===== src/sv/mts_pkg.sv =====
`timescale 1ns / 1ps
// ----------------------------------------------------------------------------
// mts_pkg
// Types, constants and helpers shared by the task scheduler files.
// ----------------------------------------------------------------------------
package mts_pkg;

    localparam int unsigned TASK_SLOTS   = 16;
    localparam int unsigned SLOT_W       = 4;
    localparam int unsigned TICK_W       = 5;
    localparam int unsigned PRIO_W       = 2;
    localparam int unsigned LEVELS       = 4;
    localparam int unsigned SLICE_UNIT   = 5;
    localparam logic [PRIO_W-1:0] LOWEST_LEVEL = 2'd3;
    localparam logic [PRIO_W-1:0] IDLE_LEVEL   = 2'd0;

    localparam logic CMD_SCHEDULE = 1'b0;
    localparam logic CMD_WRITE    = 1'b1;

    localparam logic [SLOT_W-1:0] IDLE_SLOT_RESET = 4'd1;

    typedef enum logic [1:0] {
        TS_READY   = 2'd0,
        TS_RUNNING = 2'd1,
        TS_BLOCKED = 2'd2,
        TS_DEAD    = 2'd3
    } task_state_t;

    function automatic logic [TICK_W-1:0] fresh_slice(input logic [PRIO_W-1:0] prio);
        logic [TICK_W-1:0] lvl;
        lvl = TICK_W'(prio) + TICK_W'(1);
        return TICK_W'(lvl * TICK_W'(SLICE_UNIT));
    endfunction

endpackage


===== src/sv/mts_if.sv =====
`timescale 1ns / 1ps
// ----------------------------------------------------------------------------
// mts_if
// Valid/ready channels for scheduler commands and scheduling results.
// ----------------------------------------------------------------------------
interface mts_in_if;
    logic                        valid;
    logic                        ready;
    logic                        command;
    logic [mts_pkg::SLOT_W-1:0]  slot_index;
    logic                        slot_present;
    logic [1:0]                  new_state;
    logic [mts_pkg::PRIO_W-1:0]  new_priority;
    logic [mts_pkg::TICK_W-1:0]  new_ticks;

    modport source (output valid, command, slot_index, slot_present, new_state,
                    new_priority, new_ticks, input ready);
    modport sink   (input valid, command, slot_index, slot_present, new_state,
                    new_priority, new_ticks, output ready);
endinterface

interface mts_out_if;
    logic                        valid;
    logic                        ready;
    logic [mts_pkg::SLOT_W-1:0]  chosen_slot;
    logic                        switched;
    logic [mts_pkg::SLOT_W-1:0]  previous_slot;
    logic [mts_pkg::PRIO_W-1:0]  chosen_priority;
    logic [mts_pkg::TICK_W-1:0]  chosen_ticks;

    modport source (output valid, chosen_slot, switched, previous_slot,
                    chosen_priority, chosen_ticks, input ready);
    modport sink   (input valid, chosen_slot, switched, previous_slot,
                    chosen_priority, chosen_ticks, output ready);
endinterface


===== src/sv/multilevel_task_scheduler.sv =====
`timescale 1ns / 1ps
// ----------------------------------------------------------------------------
// multilevel_task_scheduler
// Multilevel feedback scheduler over a 16-entry task slot table.
// ----------------------------------------------------------------------------
// A write transaction goes from acceptance straight to emit. A schedule
// transaction whose running task keeps its slice goes from tick to emit; one
// that reselects walks the slot table one slot per cycle through a single
// read port, then picks, reloads an empty slice and, if the choice changed,
// demotes the old task and promotes the new one. A new transaction is taken
// only while the sequencer is idle; a finished result sits in an output
// register and holds off only the next transaction's emit, not its acceptance.
// ----------------------------------------------------------------------------
module multilevel_task_scheduler (
    input  logic                       clk,
    input  logic                       rst_n,
    mts_in_if.sink                     in_ch,
    mts_out_if.source                  out_ch,
    input  logic                       cfg_we,
    input  logic [mts_pkg::SLOT_W-1:0] cfg_wdata
);

    typedef enum logic [8:0] {
        S_IDLE    = 9'b000000001,
        S_TICK    = 9'b000000010,
        S_INIT    = 9'b000000100,
        S_SCAN    = 9'b000001000,
        S_PICK    = 9'b000010000,
        S_FIX     = 9'b000100000,
        S_DEMOTE  = 9'b001000000,
        S_PROMOTE = 9'b010000000,
        S_EMIT    = 9'b100000000
    } fsm_t;

    fsm_t state_reg, state_next;

    logic                        present_reg [mts_pkg::TASK_SLOTS];
    mts_pkg::task_state_t        tstate_reg  [mts_pkg::TASK_SLOTS];
    logic [mts_pkg::PRIO_W-1:0]  prio_reg    [mts_pkg::TASK_SLOTS];
    logic [mts_pkg::TICK_W-1:0]  ticks_reg   [mts_pkg::TASK_SLOTS];

    logic [mts_pkg::SLOT_W-1:0]  running_reg, running_next;
    logic [mts_pkg::SLOT_W-1:0]  cursor_reg, cursor_next;
    logic                        cursor_valid_reg, cursor_valid_next;
    logic [mts_pkg::SLOT_W-1:0]  idle_slot_reg;
    logic [mts_pkg::SLOT_W-1:0]  prev_reg, prev_next;
    logic [mts_pkg::SLOT_W-1:0]  sel_reg, sel_next;
    logic                        use_idle_reg, use_idle_next;
    logic [mts_pkg::SLOT_W-1:0]  scan_start_reg, scan_start_next;
    logic [mts_pkg::SLOT_W-1:0]  scan_cnt_reg, scan_cnt_next;
    logic                        found_reg [mts_pkg::LEVELS];
    logic                        found_next [mts_pkg::LEVELS];
    logic [mts_pkg::SLOT_W-1:0]  hit_reg [mts_pkg::LEVELS];
    logic [mts_pkg::SLOT_W-1:0]  hit_next [mts_pkg::LEVELS];

    logic                        out_valid_reg, out_valid_next;
    logic [mts_pkg::SLOT_W-1:0]  out_chosen_reg, out_chosen_next;
    logic                        out_switched_reg, out_switched_next;
    logic [mts_pkg::SLOT_W-1:0]  out_prev_reg, out_prev_next;
    logic [mts_pkg::PRIO_W-1:0]  out_prio_reg, out_prio_next;
    logic [mts_pkg::TICK_W-1:0]  out_ticks_reg, out_ticks_next;

    // single table read port
    logic [mts_pkg::SLOT_W-1:0]  rd_addr;
    logic                        rd_present;
    mts_pkg::task_state_t        rd_state;
    logic [mts_pkg::PRIO_W-1:0]  rd_prio;
    logic [mts_pkg::TICK_W-1:0]  rd_ticks;
    logic                        rd_ready;

    // single table write port
    logic [mts_pkg::SLOT_W-1:0]  wr_addr;
    logic                        we_present, we_state, we_prio, we_ticks;
    logic                        wd_present;
    mts_pkg::task_state_t        wd_state;
    logic [mts_pkg::PRIO_W-1:0]  wd_prio;
    logic [mts_pkg::TICK_W-1:0]  wd_ticks;

    logic [mts_pkg::TICK_W-1:0]  ticks_dec;
    logic [mts_pkg::SLOT_W-1:0]  scan_slot;
    logic                        in_acc;

    assign in_ch.ready     = (state_reg == S_IDLE);
    assign in_acc          = in_ch.valid && in_ch.ready;
    assign scan_slot       = scan_start_reg + scan_cnt_reg;
    assign rd_present      = present_reg[rd_addr];
    assign rd_state        = tstate_reg[rd_addr];
    assign rd_prio         = prio_reg[rd_addr];
    assign rd_ticks        = ticks_reg[rd_addr];
    assign rd_ready        = rd_present && (rd_state == mts_pkg::TS_READY);
    assign ticks_dec       = rd_ticks - mts_pkg::TICK_W'(1);

    assign out_ch.valid           = out_valid_reg;
    assign out_ch.chosen_slot     = out_chosen_reg;
    assign out_ch.switched        = out_switched_reg;
    assign out_ch.previous_slot   = out_prev_reg;
    assign out_ch.chosen_priority = out_prio_reg;
    assign out_ch.chosen_ticks    = out_ticks_reg;

    always_comb
    begin
        unique case (state_reg)
            S_TICK, S_DEMOTE: rd_addr = running_reg;
            S_INIT:           rd_addr = cursor_reg;
            S_SCAN:           rd_addr = scan_slot;
            default:          rd_addr = sel_reg;
        endcase
    end

    always_comb
    begin
        state_next        = state_reg;
        running_next      = running_reg;
        cursor_next       = cursor_reg;
        cursor_valid_next = cursor_valid_reg;
        prev_next         = prev_reg;
        sel_next          = sel_reg;
        use_idle_next     = use_idle_reg;
        scan_start_next   = scan_start_reg;
        scan_cnt_next     = scan_cnt_reg;
        found_next        = found_reg;
        hit_next          = hit_reg;
        out_valid_next    = out_valid_reg && !out_ch.ready;
        out_chosen_next   = out_chosen_reg;
        out_switched_next = out_switched_reg;
        out_prev_next     = out_prev_reg;
        out_prio_next     = out_prio_reg;
        out_ticks_next    = out_ticks_reg;

        wr_addr    = rd_addr;
        we_present = 1'b0;
        we_state   = 1'b0;
        we_prio    = 1'b0;
        we_ticks   = 1'b0;
        wd_present = in_ch.slot_present;
        wd_state   = mts_pkg::TS_READY;
        wd_prio    = rd_prio;
        wd_ticks   = rd_ticks;

        unique case (state_reg)
            S_IDLE:
            begin
                if (in_acc)
                begin
                    prev_next = running_reg;
                    sel_next  = running_reg;
                    if (in_ch.command == mts_pkg::CMD_WRITE)
                    begin
                        wr_addr    = in_ch.slot_index;
                        we_present = 1'b1;
                        we_state   = 1'b1;
                        we_prio    = 1'b1;
                        we_ticks   = 1'b1;
                        wd_state   = mts_pkg::task_state_t'(in_ch.new_state);
                        wd_prio    = in_ch.new_priority;
                        wd_ticks   = in_ch.new_ticks;
                        state_next = S_EMIT;
                    end
                    else
                    begin
                        state_next = S_TICK;
                    end
                end
            end
            S_TICK:
            begin
                state_next = S_INIT;
                if (rd_state == mts_pkg::TS_RUNNING && rd_ticks != '0)
                begin
                    we_ticks = 1'b1;
                    if (ticks_dec != '0)
                    begin
                        wd_ticks   = ticks_dec;
                        state_next = S_EMIT;
                    end
                    else
                    begin
                        wd_ticks = mts_pkg::fresh_slice(rd_prio);
                        if (rd_prio != mts_pkg::LOWEST_LEVEL)
                        begin
                            we_prio = 1'b1;
                            wd_prio = rd_prio + mts_pkg::PRIO_W'(1);
                        end
                    end
                end
            end
            S_INIT:
            begin
                // a cursor on an empty slot is dropped until a later pick sets it again
                cursor_valid_next = cursor_valid_reg && rd_present;
                scan_start_next   = cursor_valid_next ?
                                    cursor_reg + mts_pkg::SLOT_W'(1) : '0;
                scan_cnt_next     = '0;
                for (int i = 0; i < mts_pkg::LEVELS; i++)
                begin
                    found_next[i] = 1'b0;
                    hit_next[i]   = '0;
                end
                state_next = S_SCAN;
            end
            S_SCAN:
            begin
                if (rd_ready)
                begin
                    if (rd_prio == mts_pkg::IDLE_LEVEL)
                    begin
                        // fallback takes the lowest index, not round-robin order
                        if (!found_reg[0] || scan_slot < hit_reg[0])
                        begin
                            found_next[0] = 1'b1;
                            hit_next[0]   = scan_slot;
                        end
                    end
                    else if (!found_reg[rd_prio])
                    begin
                        found_next[rd_prio] = 1'b1;
                        hit_next[rd_prio]   = scan_slot;
                    end
                end
                scan_cnt_next = scan_cnt_reg + mts_pkg::SLOT_W'(1);
                if (scan_cnt_reg == mts_pkg::SLOT_W'(mts_pkg::TASK_SLOTS - 1))
                begin
                    state_next = S_PICK;
                end
            end
            S_PICK:
            begin
                use_idle_next = 1'b0;
                priority if (found_reg[1])
                begin
                    sel_next          = hit_reg[1];
                    cursor_next       = hit_reg[1];
                    cursor_valid_next = 1'b1;
                end
                else if (found_reg[2])
                begin
                    sel_next          = hit_reg[2];
                    cursor_next       = hit_reg[2];
                    cursor_valid_next = 1'b1;
                end
                else if (found_reg[3])
                begin
                    sel_next          = hit_reg[3];
                    cursor_next       = hit_reg[3];
                    cursor_valid_next = 1'b1;
                end
                else if (found_reg[0])
                begin
                    sel_next = hit_reg[0];
                end
                else
                begin
                    sel_next      = idle_slot_reg;
                    use_idle_next = 1'b1;
                end
                state_next = S_FIX;
            end
            S_FIX:
            begin
                if (use_idle_reg && rd_state != mts_pkg::TS_READY
                    && rd_state != mts_pkg::TS_RUNNING)
                begin
                    we_state = 1'b1;
                    wd_state = mts_pkg::TS_READY;
                end
                if (rd_ticks == '0)
                begin
                    we_ticks = 1'b1;
                    wd_ticks = mts_pkg::fresh_slice(rd_prio);
                end
                state_next = (sel_reg != running_reg) ? S_DEMOTE : S_EMIT;
            end
            S_DEMOTE:
            begin
                if (rd_state == mts_pkg::TS_RUNNING)
                begin
                    we_state = 1'b1;
                    wd_state = mts_pkg::TS_READY;
                end
                state_next = S_PROMOTE;
            end
            S_PROMOTE:
            begin
                wr_addr      = sel_reg;
                we_state     = 1'b1;
                wd_state     = mts_pkg::TS_RUNNING;
                running_next = sel_reg;
                state_next   = S_EMIT;
            end
            S_EMIT:
            begin
                if (!out_valid_reg || out_ch.ready)
                begin
                    out_valid_next    = 1'b1;
                    out_chosen_next   = sel_reg;
                    out_switched_next = (sel_reg != prev_reg);
                    out_prev_next     = prev_reg;
                    out_prio_next     = rd_prio;
                    out_ticks_next    = rd_ticks;
                    state_next        = S_IDLE;
                end
            end
            default:
            begin
                state_next = S_IDLE;
            end
        endcase
    end

    always_ff @(posedge clk or negedge rst_n)
    begin
        if (!rst_n)
        begin
            state_reg        <= S_IDLE;
            running_reg      <= '0;
            cursor_reg       <= '0;
            cursor_valid_reg <= 1'b0;
            idle_slot_reg    <= mts_pkg::IDLE_SLOT_RESET;
            out_valid_reg    <= 1'b0;
            for (int i = 0; i < mts_pkg::TASK_SLOTS; i++)
            begin
                present_reg[i] <= 1'b0;
                tstate_reg[i]  <= mts_pkg::TS_READY;
                prio_reg[i]    <= '0;
                ticks_reg[i]   <= '0;
            end
        end
        else
        begin
            state_reg        <= state_next;
            running_reg      <= running_next;
            cursor_reg       <= cursor_next;
            cursor_valid_reg <= cursor_valid_next;
            out_valid_reg    <= out_valid_next;
            if (cfg_we)
            begin
                idle_slot_reg <= cfg_wdata;
            end
            for (int i = 0; i < mts_pkg::TASK_SLOTS; i++)
            begin
                if (wr_addr == mts_pkg::SLOT_W'(i))
                begin
                    if (we_present)
                    begin
                        present_reg[i] <= wd_present;
                    end
                    if (we_state)
                    begin
                        tstate_reg[i] <= wd_state;
                    end
                    if (we_prio)
                    begin
                        prio_reg[i] <= wd_prio;
                    end
                    if (we_ticks)
                    begin
                        ticks_reg[i] <= wd_ticks;
                    end
                end
            end
        end
    end

    always_ff @(posedge clk)
    begin
        prev_reg         <= prev_next;
        sel_reg          <= sel_next;
        use_idle_reg     <= use_idle_next;
        scan_start_reg   <= scan_start_next;
        scan_cnt_reg     <= scan_cnt_next;
        found_reg        <= found_next;
        hit_reg          <= hit_next;
        out_chosen_reg   <= out_chosen_next;
        out_switched_reg <= out_switched_next;
        out_prev_reg     <= out_prev_next;
        out_prio_reg     <= out_prio_next;
        out_ticks_reg    <= out_ticks_next;
    end

endmodule

===== src/flat_wrapper.sv =====
// flat-port wrapper written by rule: the top's interface ports become plain ports
module multilevel_task_scheduler_flat 
  (clk, rst_n, cfg_we, cfg_wdata, in_ch_valid, in_ch_command, in_ch_slot_index, in_ch_slot_present, in_ch_new_state, in_ch_new_priority, in_ch_new_ticks, in_ch_ready, out_ch_valid, out_ch_chosen_slot, out_ch_switched, out_ch_previous_slot, out_ch_chosen_priority, out_ch_chosen_ticks, out_ch_ready);
  mts_in_if in_ch_i ();
  mts_out_if out_ch_i ();
  input  logic clk;
  input  logic rst_n;
  input  logic cfg_we;
  input  logic [mts_pkg::SLOT_W-1:0] cfg_wdata;
  input wire logic [$bits(in_ch_i.valid)-1:0] in_ch_valid;
  input wire logic [$bits(in_ch_i.command)-1:0] in_ch_command;
  input wire logic [$bits(in_ch_i.slot_index)-1:0] in_ch_slot_index;
  input wire logic [$bits(in_ch_i.slot_present)-1:0] in_ch_slot_present;
  input wire logic [$bits(in_ch_i.new_state)-1:0] in_ch_new_state;
  input wire logic [$bits(in_ch_i.new_priority)-1:0] in_ch_new_priority;
  input wire logic [$bits(in_ch_i.new_ticks)-1:0] in_ch_new_ticks;
  output wire logic [$bits(in_ch_i.ready)-1:0] in_ch_ready;
  output wire logic [$bits(out_ch_i.valid)-1:0] out_ch_valid;
  output wire logic [$bits(out_ch_i.chosen_slot)-1:0] out_ch_chosen_slot;
  output wire logic [$bits(out_ch_i.switched)-1:0] out_ch_switched;
  output wire logic [$bits(out_ch_i.previous_slot)-1:0] out_ch_previous_slot;
  output wire logic [$bits(out_ch_i.chosen_priority)-1:0] out_ch_chosen_priority;
  output wire logic [$bits(out_ch_i.chosen_ticks)-1:0] out_ch_chosen_ticks;
  input wire logic [$bits(out_ch_i.ready)-1:0] out_ch_ready;
  assign in_ch_i.valid = in_ch_valid;
  assign in_ch_i.command = in_ch_command;
  assign in_ch_i.slot_index = in_ch_slot_index;
  assign in_ch_i.slot_present = in_ch_slot_present;
  assign in_ch_i.new_state = in_ch_new_state;
  assign in_ch_i.new_priority = in_ch_new_priority;
  assign in_ch_i.new_ticks = in_ch_new_ticks;
  assign in_ch_ready = in_ch_i.ready;
  assign out_ch_valid = out_ch_i.valid;
  assign out_ch_chosen_slot = out_ch_i.chosen_slot;
  assign out_ch_switched = out_ch_i.switched;
  assign out_ch_previous_slot = out_ch_i.previous_slot;
  assign out_ch_chosen_priority = out_ch_i.chosen_priority;
  assign out_ch_chosen_ticks = out_ch_i.chosen_ticks;
  assign out_ch_i.ready = out_ch_ready;
  multilevel_task_scheduler u_core (.clk(clk), .rst_n(rst_n), .in_ch(in_ch_i), .out_ch(out_ch_i), .cfg_we(cfg_we), .cfg_wdata(cfg_wdata));
endmodule

===== config.mk =====
export PLATFORM = sky130hd
export DESIGN_NAME = multilevel_task_scheduler_flat
export DESIGN_NICKNAME = d
export VERILOG_FILES = /design/src/sv/mts_pkg.sv /design/src/sv/mts_if.sv /design/src/sv/multilevel_task_scheduler.sv /design/src/flat_wrapper.sv
export SDC_FILE = /design/constraint.sdc
export NUM_CORES = 1
export LEC_CHECK = 0
export ABC_AREA = 1
export ABC_CLOCK_PERIOD_IN_PS = 4450
export BUFFER_PORTS_ARGS = -buffer_cell sky130_fd_sc_hd__buf_2
export CELL_PAD_IN_SITES_DETAIL_PLACEMENT = 0
export CELL_PAD_IN_SITES_GLOBAL_PLACEMENT = 1
export CORE_MARGIN = 5
export CORE_UTILIZATION = 43
export DETAILED_ROUTE_END_ITERATION = 16
export GPL_TIMING_DRIVEN = 1
export PLACE_DENSITY_LB_ADDON = 0.12
export RECOVER_POWER = 25
export SKIP_LAST_GASP = 1
export SLEW_MARGIN = 10
export SYNTH_ARGS = -nofsm -noshare
export SYNTH_HDL_FRONTEND = slang
export SYNTH_SLANG_ARGS = --single-unit

===== constraint.sdc =====
create_clock -name clk -period 4.45 [get_ports clk]
set_input_delay 0.445 -clock clk [delete_from_list [all_inputs] [get_ports clk]]
set_output_delay 0.445 -clock clk [all_outputs]
set_load 0.02 [all_outputs]

==> results.toml, run 1 <==
[critical_path]
worstSetupPathType = "reg -> reg"
reg2reg_slack_ns = 0.25
endpoint = "u_core.ticks_reg[2]"
r2r_start = "u_core.scan_cnt_reg[0]"
ff2ff_path_depth = 25
cp_max_fo = 16
required_ns = 4.87
endpoint_kind = "flop"
r2r_end = "u_core.ticks_reg[2]"
startpoint = "u_core.scan_cnt_reg[0]"
worstSetupStartpointType = "flop"
critical_path_arrival_ns = 4.62

[power_and_ir_drop]
p_comb_share_pct = 57.2
intPower_uw = 6370
clock_power_share_pct = 18.0
switching_share_pct = 50.0
p_switching_uw = 6370
p_leak_uw = 0.00727
p_per_area_mw_per_mm2 = 852
peakVddDrop_v = 0.000624
seqPwrFrac_pct = 24.8

[clock_network]
cts_made_buffers = 28
clk_pin_slew_ns = 0.06
clock_latency_ns = 0.54
htree_levels = 1
root_buffer = "clkbuf_16"
cts_tree = "done"
clockBufferDepth = 3
clkSinkCount = 236

[grt]
grt_overflow_total = 0
grt_usage_pct = 23.6
first_global_vias = 11200
grt_start_max_net_pins = 101
grt_pass1_wl_um = 63700
antenna_found_initial = 1

[timing]
grt_setup_unrepaired = "yes"
fin_hold_ws_ns = 0.0983
period_needed_ns = 4.20
finalCritPeriodShare_pct = 94.4
relSlewSlack_pct = -75.1
worst_slack_ns = 0.250
setup_viol = 0
tightest_slew_ns = 2.63
slew_violations = 101
max_freq_mhz = 238
hold_viol = 0
final.setup_skew_ns = 0.00868

[synthesis]
synth_fp_nets = 1723
syn-cell-area_sq_mm = 0.0130
ys_async_sr_fraction_pct = 77.5
synth_top_area_share_pct = 34.9
synthCells = 1683
yosysTopAreaCell = "dfrtp_1"
yosys-top-cells-count = "nand2_1, dfrtp_1, inv_1"
ys_ff_latch = 236
yosysWarnings = 0
post_synth.cell_area_avg_sq_um = 7.72
yosysMostFrequentCell = "nand2_1"
synth_edf_count = 53
synth_cell_types = 49
synth-seq-area-share_pct = 47.5
synthTopCellsByArea = "dfrtp_1, nand2_1, edfxtp_1"
yosys_most_used_dff = "dfrtp_1"

[placement]
gp_congestion = 0.887
hpwl_um = 27900
dpl_cell_area_sq_mm = 0.0139
dp_cells = 2122
pre_cts_ws_ns = -0.133
io_buffers = 41

[die]
rows = 63
die_y_um = 184
initial_core_util_pct = 43.7
coreArea_sq_mm = 0.0297
dieArea_sq_mm = 0.0338
ios = 42
die_w_um = 184

[routing]
drc = 0
routedWlPerCell_um = 18.5
totalWireLength_um = 40300
via_per_inst = 5.31
vias = 11600
first_pass_iters = 7
first_iter_violations = 863
ant_nets = 0

[layout]
area_growth_pct = 15.1
diodes = 0
design_area_sq_mm = 0.0150
fill_cells = 2964
finalNonFillerCells = 2179
final_nets = 1807
drive_gt1_share_pct = 13.9
largest_register_ffs = 80

[outcome]
outcome = "complete, but fails checks"
violations = "max-capacitance violations, max-slew violations"

[flow_run]
cap_violations = 1

[min_path]
hold_path.class = "in -> reg"
==> worst min-delay path by stage <==
stage,startpoint,end,slack [ns],cells past startpoint
6_report,out_ch_ready,u_core.out_ch.valid,0.1,2
5_1_grt,out_ch_ready,u_core.out_ch.valid,0.11,2
4_1_cts,rst_n,u_core.out_ch.valid,0.03,1
3_5_place_dp,u_core.prev_reg[3],u_core.out_ch.previous_slot[3],0.46,0
3_3_place_gp,u_core.prev_reg[3],u_core.out_ch.previous_slot[3],0.46,0
2_1_floorplan,rst_n,u_core.cursor_reg[0],0.15,0
==> metal layers <==
metal | track usage, % | part of all wire (%)
met1 | 34.4 | 48
met4 | 4.76 | 2.1
met5 | 0 | 0.017
met2 | 37.7 | 45
met3 | 3.56 | 5.4
==> worst max-delay path, cell delays in order, from the launching register on <==
cell and delay [ns]:
edfxtp_1 0.39, ha_1 0.25, fa_1 0.43, xor2_1 0.21, nand2_1 0.09, o21ai_1 0.11
nor2_1 0.09, a21oi_2 0.17, buf_12 0.17, inv_2 0.11, nand3_1 0.10, nand3_1 0.10
nand2_1 0.10, inv_1 0.06, ha_1 0.19, nand3_1 0.13, buf_4 0.14, nand2_1 0.09
nor2_2 0.13, inv_1 0.10, nor2_4 0.20, nand4_1 0.17, nand3_1 0.17, nand2_4 0.18
nand3_1 0.12, nand2_1 0.07
==> repair_timing <==
action / in CTS / in global routing
resized for setup: 0 / 16
cloned: 0 / 1
endpoints found under the setup margin: 55 / 132
setup buffers: 3 / 1
pin swaps: 1 / 3
hold endpoints to repair: 0 / 0
hold buffers: 0 / 0
==> stage by stage <==
stage	power, uW	setup TNS [ns]	util (%)
finish	12700	0	50.3
floorplan	7670	0	-
global route	13600	-0.0780	50.3
global placement	10200	-3.69	46.9
CTS	12600	0	50.1
detailed placement	10200	-3.12	46.9
==> kinds of logic (layout without fill, tap and decap cells) <==
logic type                 count (synthesis)  in the layout  synth area share [%]
AOI/OAI and AO/OA                        208            208                  9.44
xor gates and xnor gates                  14             14                 0.944
adders and majority gates                 16             16                  1.60
buffers and inverters                    271            376                  8.83
DFF                                      236            236                  47.5
muxes                                      5              5                 0.414
and+or+nand+nor                          933            934                  31.3
==> power by group through the flow <==
stage,registers [uW],clock network [uW],logic [uW]
2_1_floorplan,3110,0,4550
3_3_place_gp,3180,0,7040
3_5_place_dp,3180,0,7040
4_1_cts,3150,2340,7100
5_1_grt,3230,2420,7910
6_report,3160,2290,7290
==> placed cells by master (no fill, tap or decap), types with 12 or more instances in the layout <==
cell type,Yosys,final
clkbuf_16,0,30
o21ai_0,80,80
nand3_1,177,177
ha_1,15,14
nand4_1,33,33
dfrtp_1,181,181
a21oi_1,42,42
inv_1,181,180
buf_4,10,66
nand2_1,552,552
nor2_1,94,93
o21ai_1,12,12
edfxtp_1,53,53
buf_2,20,40
nor2_2,15,14
inv_2,18,19
o211ai_1,41,41
==> layout make-up <==
class                      instances  area (sq um)  share of cell area, %
clock inverter                     9          72.6                  0.485
timing repair buffer             114           820                   5.48
tap                              390           488                   3.26
multi-input combinational       1177          5760                   38.5
clock buffer                      43           860                   5.75
inverter                         210           788                   5.27
sequential                       236          6170                   41.3
No activity file was read; power rests on OpenSTA's default activity.
==> run 2, diff against run 1 <==
PLACE_DENSITY = 0.78   (was default)
PLACE_DENSITY_LB_ADDON = default   (was 0.12)
==> run 2 against run 1 <==
The run still ends with max-capacitance violations, max-slew violations left. Die area did not move. Core utilization grew 0.072 points. Hold slack improved by 0.00089 ns. Register-to-register slack better by 0.05 ns. Fmax is 1.1% higher. Flip-flop and latch count did not move. Highest routed layer is now met4. Wire length is 0.55% lower. Sequential power about the same. Cell count is 0.23% higher. Via count up 1.3%. Total power grew 0.10%.
==> results.toml, run 2 (synthesis gave the netlist of run 1 again) <==
[outcome]
outcome = "complete, but fails checks"
violations = "max-capacitance violations, max-slew violations"

[timing]
finalCritPeriodShare_pct = 93.3
fin_tns_setup_ns = 0
period_needed_ns = 4.15
max_freq_mhz = 241
worst_slack_ns = 0.297
final.setup_skew_ns = 0.0134
tightest_slew_ns = 2.75
slew_violations = 102
hold_viol = 0
relSlewSlack_pct = -83.3
setup_viol = 0

[routing]
first_pass_iters = 6
first_iter_violations = 1208
via_per_inst = 5.37
ant_nets = 0
totalWireLength_um = 40100
routedWlPerCell_um = 18.3
drc = 0
vias = 11700

[clock_network]
clockBufferDepth = 3
clk_pin_slew_ns = 0.06
cts_tree = "done"
hold_buffers = 0
cts_made_buffers = 27
htree_levels = 1
clock_latency_ns = 0.54
clkSinkCount = 236
root_buffer = "clkbuf_16"

[grt]
globalRouteMet3Util_pct = 3.34
antenna_found_initial = 0
grt_pass1_wl_um = 63900
first_global_vias = 11300
grt_overflow_total = 0
top_usage_layer = "met2"
grt_start_max_net_pins = 102
gr-usage-met2_pct = 37.2
grt_usage_pct = 23.6
grtUsageMet1_pct = 34.8

[layout]
area_growth_pct = 15.3
diodes = 0
seqCellArea_sq_mm = 0.00617
mostFrequentLayoutCell = "nand2_1"
final_core_util_pct = 50.4
fill_cells = 2900
drive_gt1_share_pct = 14.2
final_cell_mix = "nand2_1, inv_1, dfrtp_1"
design_area_sq_mm = 0.0150
final_nets = 1818
finalNonFillerCells = 2184
largest_register_ffs = 80
multiInputGateArea_sq_mm = 0.00579

[critical_path]
endpoint_kind = "flop"
slowest_delay_ns = 0.41
worstSetupPathType = "reg -> reg"
critical_path_arrival_ns = 4.56
cp_max_fo = 16
worstSetupStartpointType = "flop"
critPathSlowestCell = "fa_2"
ff2ff_path_depth = 26
cpMostUsedCell = "nand3_1"
required_ns = 4.86

[placement]
gp_congestion = 0.932
dp_cells = 2133
io_buffers = 41
dpl_cell_area_sq_mm = 0.0140
pre_cts_ws_ns = -0.154
hpwl_um = 27700

[min_path]
hold_path.class = "in -> reg"
min_path_cells = 2

[die]
ios = 42
rows = 63
dieArea_sq_mm = 0.0338
die_w_um = 184
coreArea_sq_mm = 0.0297
initial_core_util_pct = 43.7
die_y_um = 184

[power_and_ir_drop]
peakVddDrop_v = 0.000593
p_leak_uw = 0.00727
p_per_area_mw_per_mm2 = 851

[flow_run]
cap_violations = 1
run 2: cell count changes in the layout (fill, tap and decap cells not counted), moves of 2 or more:
cell	previous run	this run
clkbuf_8	6	3
buf_4	66	79
nand3_1	177	175
clkbuf_16	30	27
clkbuf_1	7	5
clkinv_2	7	3
clkinv_1	11	15
nand3_4	1	3
run 2: critical path, delay by kind of cell (launching register included):
family / cells / cell delay, ns
simple gates: 14 / 1.55
buf+inv: 6 / 0.74
xor+xnor: 1 / 0.16
fa+ha+maj: 3 / 0.86
compound gates: 2 / 0.33
flops: 1 / 0.39
run 2: repair_timing:
action,in CTS,in global routing
buffers inserted,3,2
pin swaps,1,5
gates cloned,0,1
setup endpoints to repair,72,112
gates resized for setup,0,20
run 2: power breakdown:
part / total (uW) / leakage, uW / switching (uW) / internal (uW)
clock: 2150 / 0.000407 / 886 / 1260
sequential: 3160 / 0.00299 / 336 / 2820
combinational: 7450 / 0.00388 / 5190 / 2260
total: 12800 / 0.00727 / 6410 / 6350
run 2: path summary, 6_finish.rpt:
path                                              from               endpoint  slack (ns)
worst min register to register     u_core.prio_reg[21]    u_core.prio_reg[21]        0.47
worst max register to register  u_core.scan_cnt_reg[0]    u_core.ticks_reg[1]        0.30
worst max-delay path            u_core.scan_cnt_reg[0]    u_core.ticks_reg[1]        0.30
min in group asynchronous                        rst_n   u_core.ticks_reg[60]        0.78
max in group asynchronous                        rst_n  u_core.tstate_reg[20]        1.22
worst min-delay path                      out_ch_ready    u_core.out_ch.valid         0.1
run 2: final cells by class:
class                           count  share of cell area [%]
Clock buffer                       35                    4.91
Inverter                          210                    5.26
Clock inverter                     10                   0.651
Tap cell                          390                    3.26
Sequential cell                   236                    41.2
Timing Repair Buffer              126                    6.05
Multi-Input combinational cell   1177                    38.7
run 2: stage by stage:
step	power [uW]	hold WS, ns
after floorplan	7670	0.149
after global placement	10300	0.456
after detailed placement	10300	0.459
after CTS	12500	0.0656
after global routing	13600	0.107
final	12800	0.0992
run 2: layer usage:
metal	vias to the layer above	routed length [um]	share of wire, %
li1	5649	-	-
met1	5604	18200	45
met2	420	18100	45
met3	56	2820	7.0
met4	0	874	2.2
met5	-	0	0
==> run 3, diff against run 2 <==
CORE_ASPECT_RATIO = 1.5   (was default)
CTS_CLUSTER_SIZE = 24   (was default)
SLEW_MARGIN = default   (was 10)
==> run 3 against run 2 <==
Total power increased by 0.42%. Fmax fell by 0.32%. Combinational power hardly changed. Wire length grew 5.1%. Global-route usage increased by 0.71 points. Via count barely moved. The flow still finishes with violations (max-capacitance violations, max-slew violations).
==> results.toml, run 3 (synthesis gave the netlist of run 1 again) <==
[routing]
drc = 0
first_pass_iters = 5
via_per_inst = 5.37
first_iter_violations = 744
routedWlPerCell_um = 19.3
vias = 11700
ant_nets = 0
totalWireLength_um = 42100

[power_and_ir_drop]
p_switching_uw = 6480
seqPwrFrac_pct = 24.9
switching_share_pct = 50.6
peakVddDrop_v = 0.000476
clock_power_share_pct = 16.9
p_leak_uw = 0.00724
intPower_uw = 6330
p_per_area_mw_per_mm2 = 857
p_comb_share_pct = 58.2

[critical_path]
required_ns = 4.93
worstSetupStartpointType = "flop"
path_cells = "ha_1 > fa_1 > nand2_1 > nand2_1 > inv_1 > nand3_2 > buf_4 > buf_6 > o21ai_0 > o211ai_1 > nand3_1 > nand2_1 > inv_1 > ha_2 > inv_1 > nand2_1 > nand2_1 > o22ai_1 > inv_1 > nand3_1 > buf_4 > nand2_1 > nand2_1"
slowest_delay_ns = 0.56
cpMostUsedCell = "nand2_1"
worstSetupPathType = "reg -> reg"
r2r_start = "u_core.scan_cnt_reg[0]"
cp_max_fo = 26
critical_path_arrival_ns = 4.65
critPathSlowestCell = "fa_1"
startpoint = "u_core.scan_cnt_reg[0]"
endpoint_kind = "flop"

[placement]
io_buffers = 41
pre_cts_ws_ns = -0.364
gp_congestion = 0.917
dp_cells = 2131
hpwl_um = 29600

[timing]
slew_violations = 110
max_freq_mhz = 240
relSlewSlack_pct = -96.6
worst_slack_ns = 0.284
period_needed_ns = 4.17
fin_hold_ws_ns = 0.103
tightest_slew_ns = 2.95
hold_viol = 0
fin_tns_setup_ns = 0
grt_setup_unrepaired = "no"
finalCritPeriodShare_pct = 93.6
setup_viol = 0
final.setup_skew_ns = 0.0140

[die]
die_y_um = 223
ios = 42
coreArea_sq_mm = 0.0301
rows = 78
initial_core_util_pct = 43.2
dieArea_sq_mm = 0.0339
die_w_um = 152

[clock_network]
clk_pin_slew_ns = 0.06
cts_tree = "done"
htree_levels = 1
clock_latency_ns = 0.55
cts_made_buffers = 25
hold_buffers = 0
clkSinkCount = 236
root_buffer = "clkbuf_16"
clockBufferDepth = 3

[layout]
final_core_util_pct = 49.7
largest_register_ffs = 80
fill_cells = 3050
mostFrequentLayoutCell = "nand2_1"
multiInputGateArea_sq_mm = 0.00580
finalNonFillerCells = 2185
final_cell_mix = "nand2_1, dfrtp_1, inv_1"
final_nets = 1807
area_growth_pct = 15.0
diodes = 0
drive_gt1_share_pct = 13.9
seqCellArea_sq_mm = 0.00617

[grt]
grt_overflow_total = 0
grt_usage_pct = 24.3
antenna_found_initial = 0
grt_pass1_wl_um = 65600
grt_start_max_net_pins = 111
first_global_vias = 11700

[outcome]
outcome = "complete, but fails checks"
violations = "max-capacitance violations, max-slew violations"

[min_path]
min-delay-start = "in_ch_command"
hold_path.class = "in -> reg"

[flow_run]
cap_violations = 1
-- run 3: cell types whose count changed in the layout (fill, tap and decap cells not counted), sizes merged --
cell	change
buf	-10
clkinv	-4
clkbuf	+3
nand2	+2
clkinvlp	-1
inv	+1
-- run 3: per-stage QoR --
stage | total power (uW) | area (sq um)
2_1_floorplan | 7670 | 13000
6_report | 12800 | 14900
5_1_grt | 13700 | 14900
4_1_cts | 12500 | 14800
3_3_place_gp | 10200 | 13900
3_5_place_dp | 10300 | 13900
-- run 3: final cells by class --
cell class	count	area share (%)
clock buffers	39	5.08
clock inverters	6	0.553
inverters	210	5.27
multi-input cells	1179	38.8
flip-flops and latches	236	41.3
well taps	400	3.35
repair buffers	115	5.62
-- run 3: power by group through the flow --
stage / Clock (uW) / Sequential (uW) / Combinational, uW
2_1_floorplan: 0 / 3110 / 4550
3_3_place_gp: 0 / 3210 / 7040
3_5_place_dp: 0 / 3210 / 7070
4_1_cts: 2220 / 3180 / 7140
5_1_grt: 2310 / 3240 / 8120
6_report: 2170 / 3190 / 7450
-- run 3: layer usage --
layer  part of all wire (%)  global-route usage [%]  vias to the layer above
met3                    4.9                    2.64                      122
met2                     51                    43.1                      369
met5                      0                       0                        -
li1                       -                       -                     5634
met4                    5.5                    12.6                        0
met1                     38                    29.1                     5600
-- run 3: repair_timing --
item / in CTS / in global routing
resized for setup: 1 / 19
gates cloned: 0 / 3
setup buffers: 4 / 2
endpoints found under the setup margin: 112 / 117
pin swaps: 1 / 6
-- run 3: path summary, 6_finish.rpt --
| path | to | slack [ns] | cells after the start |
|---|---|---|---|
| hold reg to reg | u_core.prio_reg[14] | 0.47 | 2 |
| min in group asynchronous | u_core.ticks_reg[63] | 0.77 | 1 |
| setup reg to reg | u_core.ticks_reg[18] | 0.28 | 23 |
| setup / recovery | u_core.ticks_reg[18] | 0.28 | 23 |
| hold / removal | u_core.state_reg[1] | 0.10 | 2 |
| max in group asynchronous | u_core.ticks_reg[37] | 1.86 | 1 |
-- run 3: critical path: cells and delay by family (launching register included) --
kind                     cells  cell delay (ns)
AO/OA/AOI/OAI                3             0.55
flip-flops                   1             0.40
AND/OR/NAND/NOR             10             0.99
adder cells (fa/ha/maj)      3             1.13
buffers and inverters        7             1.01
